## src/rtl/quick_sort_engine_defines.svh

```systemverilog
// Assertion macros shared by the quick sort engine RTL.
`ifndef QUICK_SORT_ENGINE_DEFINES_SVH
`define QUICK_SORT_ENGINE_DEFINES_SVH

`ifndef SYNTHESIS

// Checks that a property holds at every rising clock edge outside reset.
`define QSE_ASSERT(lbl, clk, rst_n, prop, msg) \
  lbl: assert property (@(posedge clk) disable iff (!(rst_n)) (prop)) else $error(msg);

// Checks that a condition never holds outside reset.
`define QSE_ASSERT_NEVER(lbl, clk, rst_n, cond, msg) \
  lbl: assert property (@(posedge clk) disable iff (!(rst_n)) !(cond)) else $error(msg);

`else

`define QSE_ASSERT(lbl, clk, rst_n, prop, msg)
`define QSE_ASSERT_NEVER(lbl, clk, rst_n, cond, msg)

`endif

`endif

```

## src/rtl/qse_pkg.sv

```systemverilog
`default_nettype none

package qse_pkg;

  localparam int VALUE_W = 32;

  typedef logic signed [VALUE_W-1:0] value_t;

  // Commands from the sort sequencer to the range stack.
  typedef struct packed {
    logic push;
    logic pop;
  } stk_cmd_t;

endpackage

`default_nettype wire

```

## src/rtl/qse_range_stack.sv

```systemverilog
`default_nettype none

module qse_range_stack #(
  parameter int DEPTH = 17,
  parameter int IDXW  = 4
) (
  input  wire                  clk_i,
  input  wire                  rst_ni,
  input  qse_pkg::stk_cmd_t    cmd_i,
  input  wire  [IDXW-1:0]      push_lo_i,
  input  wire  [IDXW-1:0]      push_hi_i,
  output logic [IDXW-1:0]      pop_lo_o,
  output logic [IDXW-1:0]      pop_hi_o,
  output logic                 empty_o
);
  import qse_pkg::*;

  `include "quick_sort_engine_defines.svh"

  localparam int SPW = $clog2(DEPTH + 1);
  localparam int AW  = $clog2(DEPTH);

  logic [2*IDXW-1:0] stk_mem [DEPTH];
  logic [2*IDXW-1:0] rd_q;
  logic [SPW-1:0]    sp_q, sp_d;
  logic [SPW-1:0]    sp_m1;
  logic              wr_en;

  assign sp_m1 = sp_q - SPW'(1);

  // A push onto a full stack is dropped.
  always_comb begin
    sp_d  = sp_q;
    wr_en = 1'b0;
    if (cmd_i.push && (sp_q < SPW'(DEPTH))) begin
      wr_en = 1'b1;
      sp_d  = sp_q + SPW'(1);
    end else if (cmd_i.pop && (sp_q != '0)) begin
      sp_d = sp_m1;
    end
  end

  always_ff @(posedge clk_i or negedge rst_ni) begin
    if (!rst_ni) begin
      sp_q <= '0;
    end else begin
      sp_q <= sp_d;
    end
  end

  always_ff @(posedge clk_i) begin
    if (wr_en) begin
      stk_mem[sp_q[AW-1:0]] <= {push_lo_i, push_hi_i};
    end
    if (cmd_i.pop) begin
      rd_q <= stk_mem[sp_m1[AW-1:0]];
    end
  end

  assign pop_lo_o = rd_q[2*IDXW-1:IDXW];
  assign pop_hi_o = rd_q[IDXW-1:0];
  assign empty_o  = (sp_q == '0);

  `QSE_ASSERT_NEVER(a_push_and_pop, clk_i, rst_ni, cmd_i.push && cmd_i.pop, "range stack push and pop in one cycle")
  `QSE_ASSERT(a_pop_not_empty, clk_i, rst_ni, cmd_i.pop |-> !empty_o, "range stack popped while empty")

endmodule

`default_nettype wire

```

## src/rtl/qse_out_stage.sv

```systemverilog
`default_nettype none

module qse_out_stage (
  input  wire                 clk_i,
  input  wire                 rst_ni,
  input  wire                 load_i,
  input  qse_pkg::value_t     value_i,
  input  wire                 last_i,
  input  wire                 ready_i,
  output logic                valid_o,
  output qse_pkg::value_t     value_o,
  output logic                last_o
);
  import qse_pkg::*;

  `include "quick_sort_engine_defines.svh"

  logic   valid_q;
  value_t value_q;
  logic   last_q;

  always_ff @(posedge clk_i or negedge rst_ni) begin
    if (!rst_ni) begin
      valid_q <= 1'b0;
    end else if (load_i) begin
      valid_q <= 1'b1;
    end else if (ready_i) begin
      valid_q <= 1'b0;
    end
  end

  always_ff @(posedge clk_i) begin
    if (load_i) begin
      value_q <= value_i;
      last_q  <= last_i;
    end
  end

  assign valid_o = valid_q;
  assign value_o = value_q;
  assign last_o  = last_q;

  `QSE_ASSERT(a_load_when_free, clk_i, rst_ni, load_i |-> !valid_q, "result register loaded while occupied")

endmodule

`default_nettype wire

```

## src/rtl/quick_sort_engine.sv

```systemverilog
// Channel | Signals                                    | Transfer when
// --------+--------------------------------------------+---------------------------
// in      | in_valid_i, in_ready_o, value_i, last_i    | in_valid_i && in_ready_o
// out     | out_valid_o, out_ready_i, sorted_value_o,  | out_valid_o && out_ready_i
//         | last_res_o                                 |
//
// Loading stores input values up to capacity in the element memory. The sort then runs a
// start step, then per range a pop, a pivot read, a scan that swaps each element below the
// pivot down, a pivot move and the part pushes, and a final pop step that finds the stack
// empty. Each result is read only after the previous one has left the result register.
// Reset is asynchronous and clears only control state; memories are not cleared.
// The input is not ready during sorting and result emission.
`default_nettype none

module quick_sort_engine #(
  parameter int CAPACITY = 16
) (
  input  wire              clk_i,
  input  wire              rst_ni,
  input  wire              in_valid_i,
  output logic             in_ready_o,
  input  qse_pkg::value_t  value_i,
  input  wire              last_i,
  output logic             out_valid_o,
  input  wire              out_ready_i,
  output qse_pkg::value_t  sorted_value_o,
  output logic             last_res_o
);
  import qse_pkg::*;

  `include "quick_sort_engine_defines.svh"

  localparam int IDXW  = $clog2(CAPACITY);
  localparam int CNTW  = $clog2(CAPACITY + 1);
  localparam int DEPTH = CAPACITY + 1;

  // One-hot sequencer states.
  typedef enum logic [13:0] {
    ST_LOAD  = 14'h0001,
    ST_INIT  = 14'h0002,
    ST_POP   = 14'h0004,
    ST_POPW  = 14'h0008,
    ST_PIV   = 14'h0010,
    ST_CMP   = 14'h0020,
    ST_SWR   = 14'h0040,
    ST_SW2   = 14'h0080,
    ST_FRD   = 14'h0100,
    ST_FW1   = 14'h0200,
    ST_FW2   = 14'h0400,
    ST_PUSH2 = 14'h0800,
    ST_ORD   = 14'h1000,
    ST_OLD   = 14'h2000
  } state_e;

  state_e          state_q, state_d;
  logic [CNTW-1:0] count_q, count_d;
  logic [IDXW-1:0] lo_q, lo_d;
  logic [IDXW-1:0] hi_q, hi_d;
  logic [IDXW-1:0] k_q, k_d;
  logic [IDXW-1:0] m_q, m_d;
  logic [IDXW-1:0] oidx_q, oidx_d;
  value_t          pivot_q, pivot_d;
  value_t          vk_q, vk_d;
  value_t          tmp_q, tmp_d;

  // Element memory: one write port and one registered read port.
  value_t          elem_mem [CAPACITY];
  value_t          rdata_q;
  logic            mem_we;
  logic [IDXW-1:0] mem_waddr;
  value_t          mem_wdata;
  logic            mem_re;
  logic [IDXW-1:0] mem_raddr;

  // Range stack interface.
  stk_cmd_t        stk_cmd;
  logic [IDXW-1:0] stk_push_lo;
  logic [IDXW-1:0] stk_push_hi;
  logic [IDXW-1:0] stk_pop_lo;
  logic [IDXW-1:0] stk_pop_hi;
  logic            stk_empty;

  // Result register interface.
  logic            out_load;
  logic            out_last;

  logic            in_xfer;
  logic [IDXW:0]   m_plus1_w;
  logic [IDXW:0]   lo_plus1_w;

  assign in_ready_o = (state_q == ST_LOAD);
  assign in_xfer    = in_valid_i && in_ready_o;
  assign m_plus1_w  = {1'b0, m_q} + (IDXW+1)'(1);
  assign lo_plus1_w = {1'b0, lo_q} + (IDXW+1)'(1);

  always_comb begin
    state_d     = state_q;
    count_d     = count_q;
    lo_d        = lo_q;
    hi_d        = hi_q;
    k_d         = k_q;
    m_d         = m_q;
    oidx_d      = oidx_q;
    pivot_d     = pivot_q;
    vk_d        = vk_q;
    tmp_d       = tmp_q;
    mem_we      = 1'b0;
    mem_waddr   = k_q;
    mem_wdata   = tmp_q;
    mem_re      = 1'b0;
    mem_raddr   = k_q;
    stk_cmd     = '0;
    stk_push_lo = lo_q;
    stk_push_hi = hi_q;
    out_load    = 1'b0;
    out_last    = 1'b0;

    case (state_q)
      ST_LOAD: begin
        // Values beyond capacity are dropped, but a last marker still starts the sort.
        if (in_xfer) begin
          if (count_q < CNTW'(CAPACITY)) begin
            mem_we    = 1'b1;
            mem_waddr = count_q[IDXW-1:0];
            mem_wdata = value_i;
            count_d   = count_q + CNTW'(1);
          end
          if (last_i) begin
            state_d = ST_INIT;
          end
        end
      end

      ST_INIT: begin
        // The whole set is the first range, unless it has a single element.
        if (count_q >= CNTW'(2)) begin
          stk_cmd.push = 1'b1;
          stk_push_lo  = '0;
          stk_push_hi  = IDXW'(count_q - CNTW'(1));
        end
        state_d = ST_POP;
      end

      ST_POP: begin
        if (stk_empty) begin
          oidx_d  = '0;
          state_d = ST_ORD;
        end else begin
          stk_cmd.pop = 1'b1;
          state_d     = ST_POPW;
        end
      end

      ST_POPW: begin
        lo_d      = stk_pop_lo;
        hi_d      = stk_pop_hi;
        mem_re    = 1'b1;
        mem_raddr = stk_pop_lo;
        state_d   = ST_PIV;
      end

      ST_PIV: begin
        // The first element of the range is the pivot; the scan starts right after it.
        pivot_d   = rdata_q;
        m_d       = lo_q;
        k_d       = lo_q + IDXW'(1);
        mem_re    = 1'b1;
        mem_raddr = lo_q + IDXW'(1);
        state_d   = ST_CMP;
      end

      ST_CMP: begin
        if (rdata_q < pivot_q) begin
          // Fetch the element just past the boundary to swap it with this one.
          vk_d      = rdata_q;
          mem_re    = 1'b1;
          mem_raddr = m_q + IDXW'(1);
          state_d   = ST_SWR;
        end else if (k_q == hi_q) begin
          state_d = ST_FRD;
        end else begin
          k_d       = k_q + IDXW'(1);
          mem_re    = 1'b1;
          mem_raddr = k_q + IDXW'(1);
        end
      end

      ST_SWR: begin
        mem_we    = 1'b1;
        mem_waddr = m_q + IDXW'(1);
        mem_wdata = vk_q;
        tmp_d     = rdata_q;
        m_d       = m_q + IDXW'(1);
        state_d   = ST_SW2;
      end

      ST_SW2: begin
        mem_we    = 1'b1;
        mem_waddr = k_q;
        mem_wdata = tmp_q;
        if (k_q == hi_q) begin
          state_d = ST_FRD;
        end else begin
          k_d       = k_q + IDXW'(1);
          mem_re    = 1'b1;
          mem_raddr = k_q + IDXW'(1);
          state_d   = ST_CMP;
        end
      end

      ST_FRD: begin
        // The pivot goes to the boundary; the pivot slot was never touched by the scan.
        mem_re    = 1'b1;
        mem_raddr = m_q;
        state_d   = ST_FW1;
      end

      ST_FW1: begin
        mem_we    = 1'b1;
        mem_waddr = lo_q;
        mem_wdata = rdata_q;
        state_d   = ST_FW2;
      end

      ST_FW2: begin
        mem_we    = 1'b1;
        mem_waddr = m_q;
        mem_wdata = pivot_q;
        // The upper part is pushed first so that the lower part is sorted first.
        if (m_plus1_w < {1'b0, hi_q}) begin
          stk_cmd.push = 1'b1;
          stk_push_lo  = m_plus1_w[IDXW-1:0];
          stk_push_hi  = hi_q;
        end
        state_d = ST_PUSH2;
      end

      ST_PUSH2: begin
        if (lo_plus1_w < {1'b0, m_q}) begin
          stk_cmd.push = 1'b1;
          stk_push_lo  = lo_q;
          stk_push_hi  = m_q - IDXW'(1);
        end
        state_d = ST_POP;
      end

      ST_ORD: begin
        if (!out_valid_o) begin
          mem_re    = 1'b1;
          mem_raddr = oidx_q;
          state_d   = ST_OLD;
        end
      end

      ST_OLD: begin
        out_load = 1'b1;
        out_last = ((CNTW'(oidx_q) + CNTW'(1)) == count_q);
        if (out_last) begin
          count_d = '0;
          state_d = ST_LOAD;
        end else begin
          oidx_d  = oidx_q + IDXW'(1);
          state_d = ST_ORD;
        end
      end

      default: begin
        state_d = ST_LOAD;
      end
    endcase
  end

  always_ff @(posedge clk_i or negedge rst_ni) begin
    if (!rst_ni) begin
      state_q <= ST_LOAD;
      count_q <= '0;
    end else begin
      state_q <= state_d;
      count_q <= count_d;
    end
  end

  always_ff @(posedge clk_i) begin
    lo_q    <= lo_d;
    hi_q    <= hi_d;
    k_q     <= k_d;
    m_q     <= m_d;
    oidx_q  <= oidx_d;
    pivot_q <= pivot_d;
    vk_q    <= vk_d;
    tmp_q   <= tmp_d;
  end

  always_ff @(posedge clk_i) begin
    if (mem_we) begin
      elem_mem[mem_waddr] <= mem_wdata;
    end
    if (mem_re) begin
      rdata_q <= elem_mem[mem_raddr];
    end
  end

  qse_range_stack #(
    .DEPTH (DEPTH),
    .IDXW  (IDXW)
  ) u_range_stack (
    .clk_i     (clk_i),
    .rst_ni    (rst_ni),
    .cmd_i     (stk_cmd),
    .push_lo_i (stk_push_lo),
    .push_hi_i (stk_push_hi),
    .pop_lo_o  (stk_pop_lo),
    .pop_hi_o  (stk_pop_hi),
    .empty_o   (stk_empty)
  );

  qse_out_stage u_out_stage (
    .clk_i   (clk_i),
    .rst_ni  (rst_ni),
    .load_i  (out_load),
    .value_i (rdata_q),
    .last_i  (out_last),
    .ready_i (out_ready_i),
    .valid_o (out_valid_o),
    .value_o (sorted_value_o),
    .last_o  (last_res_o)
  );

  `QSE_ASSERT(a_scan_in_range, clk_i, rst_ni, (state_q == ST_CMP) |-> ((k_q <= hi_q) && (lo_q < hi_q) && (m_q < k_q)), "partition scan index outside its range")
  `QSE_ASSERT(a_load_stack_empty, clk_i, rst_ni, (state_q == ST_LOAD) |-> stk_empty, "range stack not empty while loading")

endmodule

`default_nettype wire

```

## config.mk

```make
export PLATFORM = sky130hd
export DESIGN_NAME = quick_sort_engine
export DESIGN_NICKNAME = d
export VERILOG_FILES = /design/src/rtl/qse_pkg.sv /design/src/rtl/qse_range_stack.sv /design/src/rtl/qse_out_stage.sv /design/src/rtl/quick_sort_engine.sv
export VERILOG_INCLUDE_DIRS = /design/src /design/src/rtl
export SDC_FILE = /design/constraint.sdc
export NUM_CORES = 1
export LEC_CHECK = 0
export ABC_AREA = 1
export BUFFER_PORTS_ARGS = -buffer_cell sky130_fd_sc_hd__buf_2
export CORE_MARGIN = 3
export CORE_UTILIZATION = 45
export DETAILED_ROUTE_END_ITERATION = 12
export GPL_TIMING_DRIVEN = 0
export PLACE_DENSITY = 0.71
export SLEW_MARGIN = 20
export SYNTH_ARGS = -nofsm -noshare
export SYNTH_HDL_FRONTEND = slang
export SYNTH_HIERARCHICAL = 1
export SYNTH_SLANG_ARGS = --single-unit
```

## constraint.sdc

```tcl
create_clock -name clk_i -period 6.3 [get_ports clk_i]
set_input_delay 1.26 -clock clk_i [delete_from_list [all_inputs] [get_ports clk_i]]
set_output_delay 1.26 -clock clk_i [all_outputs]
set_load 0.03 [all_outputs]
```

==> results.md <==
- List of cells traversed by the critical path: nor2_1 -> nand2_1 -> nor2_4 -> inv_2 -> nor2_1 -> inv_1 -> nor2_4 -> clkinv_1 -> nor3_2 -> o21ai_1 -> o2111ai_1 -> inv_1 -> nor2_1 -> nand2_1 -> nor2_4 -> buf_12
- Slew Limit Fails: 0
- Per-instance average area after synthesis: 10.68 um^2
- Total power of the final layout: 0.01617 W
- TritonCTS Sinks: 862
- Portion of the post-synthesis area used by sequential elements: 66.81%
- CP arrival: 5410 ps
- EDFF count, synth: 837
- Post-CTS setup buffers: 0
- Die Ht: 298.7 um
- Root buffer selected by CTS: clkbuf_16
- Maximum level of the CTS H-tree: 3
- Commonest cells post-synth: nand2_1, edfxtp_1, nand3_1, inv_1, buf_2
- Number of core rows: 106
- Final worst path period share: 80.44%
- Areal power density over the cells: 366.5 nW/um^2
- Number of violations of the max-capacitance limit: 0
- Post-Syn Nets: 3697
- Signed area change from the synthesized netlist to the final layout: 14.39%
- Post-Synthesis Cells: 3611
- Crit path max fanout: 19
- Ys async rst share: 2.900%
- Remaining DRCs: 0
- Final GP Congestion: 0.9225
- Main flop type after synthesis: edfxtp_1
- Highest ir drop seen on vdd: 0.0002323 V
- CTS buffer count: 89
- Largest net degree at the start of global routing: 42
- Die area: 89240 um^2
- Flip-flop and latch count after synthesis: 862
- Register share of total power: 44.2%
- Static leakage power: 18.03 nW
- RSZ-0062 raised after global routing: no
- CP peak stage delay: 920 ps
- Maximum clock frequency: 197.3 MHz
- X dimension of the die: 298.7 um
- Required arrival time at the worst endpoint: 6640 ps
- Global-route wire length before repair: 163.9 mm
- Ratio of cells with drive above 1 in the final layout: 11.63%
- Worst hold path type: reg -> reg
- Net switching power: 0.005224 W
- Quantity of I/O buffers inserted on ports: 71
- Avg Vias per Cell: 5.573
- Internal power: 0.01094 W
- Fraction of power spent switching nets: 32.31%
- Core area: 84220 um^2
- Initial antenna violation count: 5
- Total of warnings raised by yosys: 6
- Starting utilization of the core area: 45.79%
- First DRT Iteration DRCs: 3936
- Number of placed cells counting well taps: 4859
- Final Hold Vio Count: 0
- Slowest stage cell on the critical path: nor3_2
- Cells taking the most area after synthesis: edfxtp_1, nand3_1, nand2_1
- Ports: 72
- Slew headroom: 24.57%
- Worst-case clock buffer depth: 3
- Post-CTS clock slew at the launch and capture registers of the worst setup and hold paths: 60 ps
- Vias after detailed routing: 27990
- Reg2Reg Setup Slack: 1230 ps
- Element type at the critical path end: flop
- Post-Layout Inst Area: 44110 um^2
- Latest clock arrival within the worst-skew pair: 660 ps
- Combinational fraction of design power: 23.7%
- Largest area contributor in the synthesized netlist: edfxtp_1
- Wire length per cell after detailed routing: 22.15 um
- Startpoint Class: flop
- Final-report setup violation count: 0
- Post-layout util: 52.38%
- Net total in the final layout: 3902
- Total standard cell area after synthesis: 38560 um^2
- Library cells used by synthesis: 50
- Final clock skew: 33.62 ps
- Final standard cell count with taps included and fillers excluded: 5023
- Clock network fraction of design power: 32.1%
- Standard cell area after detailed placement: 41250 um^2
- Worst setup path class: reg -> reg
- Worst Max-Slew Pin Slew: 1131 ps
- CTS tree: done
- Post-route ant nets: 0
- Number of hold buffers added after cts: 0
- Sum of net half-perimeters after detailed placement: 77.24 mm
- Number of resized instances in the post-cts repair step: 0
- Pre-Repair DR Iteration Count: 5
- All-layer global routing usage: 24.61%
- Period minus WS final: 5068 ps
- Most frequent cell after synthesis: nand2_1
- Number of global-route vias before repair: 26180
- Result of the run: finished, final reports clean
- GRT Residual Overflow: 0
- Portion of synthesized cell area occupied by the leading cell type: 65.18%
- DRT Wirelength: 111.3 mm
[metal layers]
metal	vias up	routed length, um	track usage, %
met4	0	3920	9.063
met2	1693	48640	36.58
met5	-	0	0
li1	12630	-	-
met1	13420	44680	35.49
met3	256	14020	5.558
[power groups by stage]
stage / Clock [W] / Sequential [W] / Combinational [W]
after floorplan: 0 / 0.00723 / 0.00220
after global placement: 0 / 0.00729 / 0.00346
after detailed placement: 0 / 0.00727 / 0.00371
after CTS: 0.00522 / 0.00715 / 0.00374
after global routing: 0.00545 / 0.00717 / 0.00411
final: 0.00519 / 0.00715 / 0.00383
[final timing paths]
kind	startpoint	end	cells past startpoint
worst max-delay path	state_q[11]$_DFFE_PN0P_	elem_mem[10][22]$_DFFE_PP_	16
worst min-delay path	u_range_stack/rd_q[0]$_DFFE_PP_	hi_q[0]$_DFFE_PN_	0
worst max register to register	state_q[11]$_DFFE_PN0P_	elem_mem[10][22]$_DFFE_PP_	16
worst min register to register	u_range_stack/rd_q[0]$_DFFE_PP_	hi_q[0]$_DFFE_PN_	0
max in group asynchronous	rst_ni	state_q[7]$_DFFE_PN0P_	1
min in group asynchronous	rst_ni	u_out_stage/valid_o$_DFFE_PN0P_	1
[cells by family after synthesis]
family	Yosys count	share of synthesized area, %
AND/OR/NAND/NOR	1808	20.92
flip-flops	862	66.81
buffers and inverters	711	7.619
AO/OA/AOI/OAI	159	2.525
adder cells (fa/ha/maj)	49	1.590
XOR/XNOR	22	0.5387
[flip-flops by register name (all words and copies together), names as in the netlist, 4 cells and up]
name,cells
lo_q,4
rdata_q,32
hi_q,4
oidx_q,4
count_q,5
elem_mem,512
u_range_stack/rd_q,8
u_range_stack/stk_mem,136
vk_q,32
tmp_q,32
u_range_stack/sp_q,5
m_q,4
k_q,4
u_out_stage/value_o,32
pivot_q,32
state_q,14
[placed cells by master (no fill, tap or decap), types with 11 or more instances in the layout]
cell       count
o211ai_1      25
nor3_1        11
a21oi_1       43
nand2_1      897
inv_2         14
clkinv_2      13
buf_4         20
o21ai_0       47
buf_2        173
nand3_1      724
ha_1          49
buf_1         16
nor2_1        69
clkinv_1      24
dfrtp_1       24
clkbuf_1      50
nand4_1       13
edfxtp_1     837
inv_1        516
nand3b_1      34
buf_6         21
buf_16        12
clkbuf_16     91
xor2_1        17
nor2_4        22
[per-stage QoR]
step	setup TNS, ps	hold WS (ps)	worst slack [ps]
after global placement	-154640	403.8	-3174
final	0	416.0	1232
after floorplan	0	400.3	541.7
after global routing	0	426.3	1034
after detailed placement	0	404.5	1471
after CTS	0	417.9	1446
[final cells by class]
type	count	area [um^2]
Clock buffer	104	2326
Clock inverter	58	524.3
Fill cell	7127	40110
Sequential cell	862	25760
Tap cell	1134	1419
Timing Repair Buffer	114	1045
Inverter	534	2004
Multi-Input combinational cell	2038	10090
Antenna cell	2	5.005
Buffer	177	937.1
[worst max-delay path: cells and delay by family, from the launching register on]
family	cells	cell delay (ps)
AO/OA/AOI/OAI	2	420
AND/OR/NAND/NOR	9	2850
buffers and inverters	5	1040
flip-flops	1	400
(Power assumes the default switching activity.)
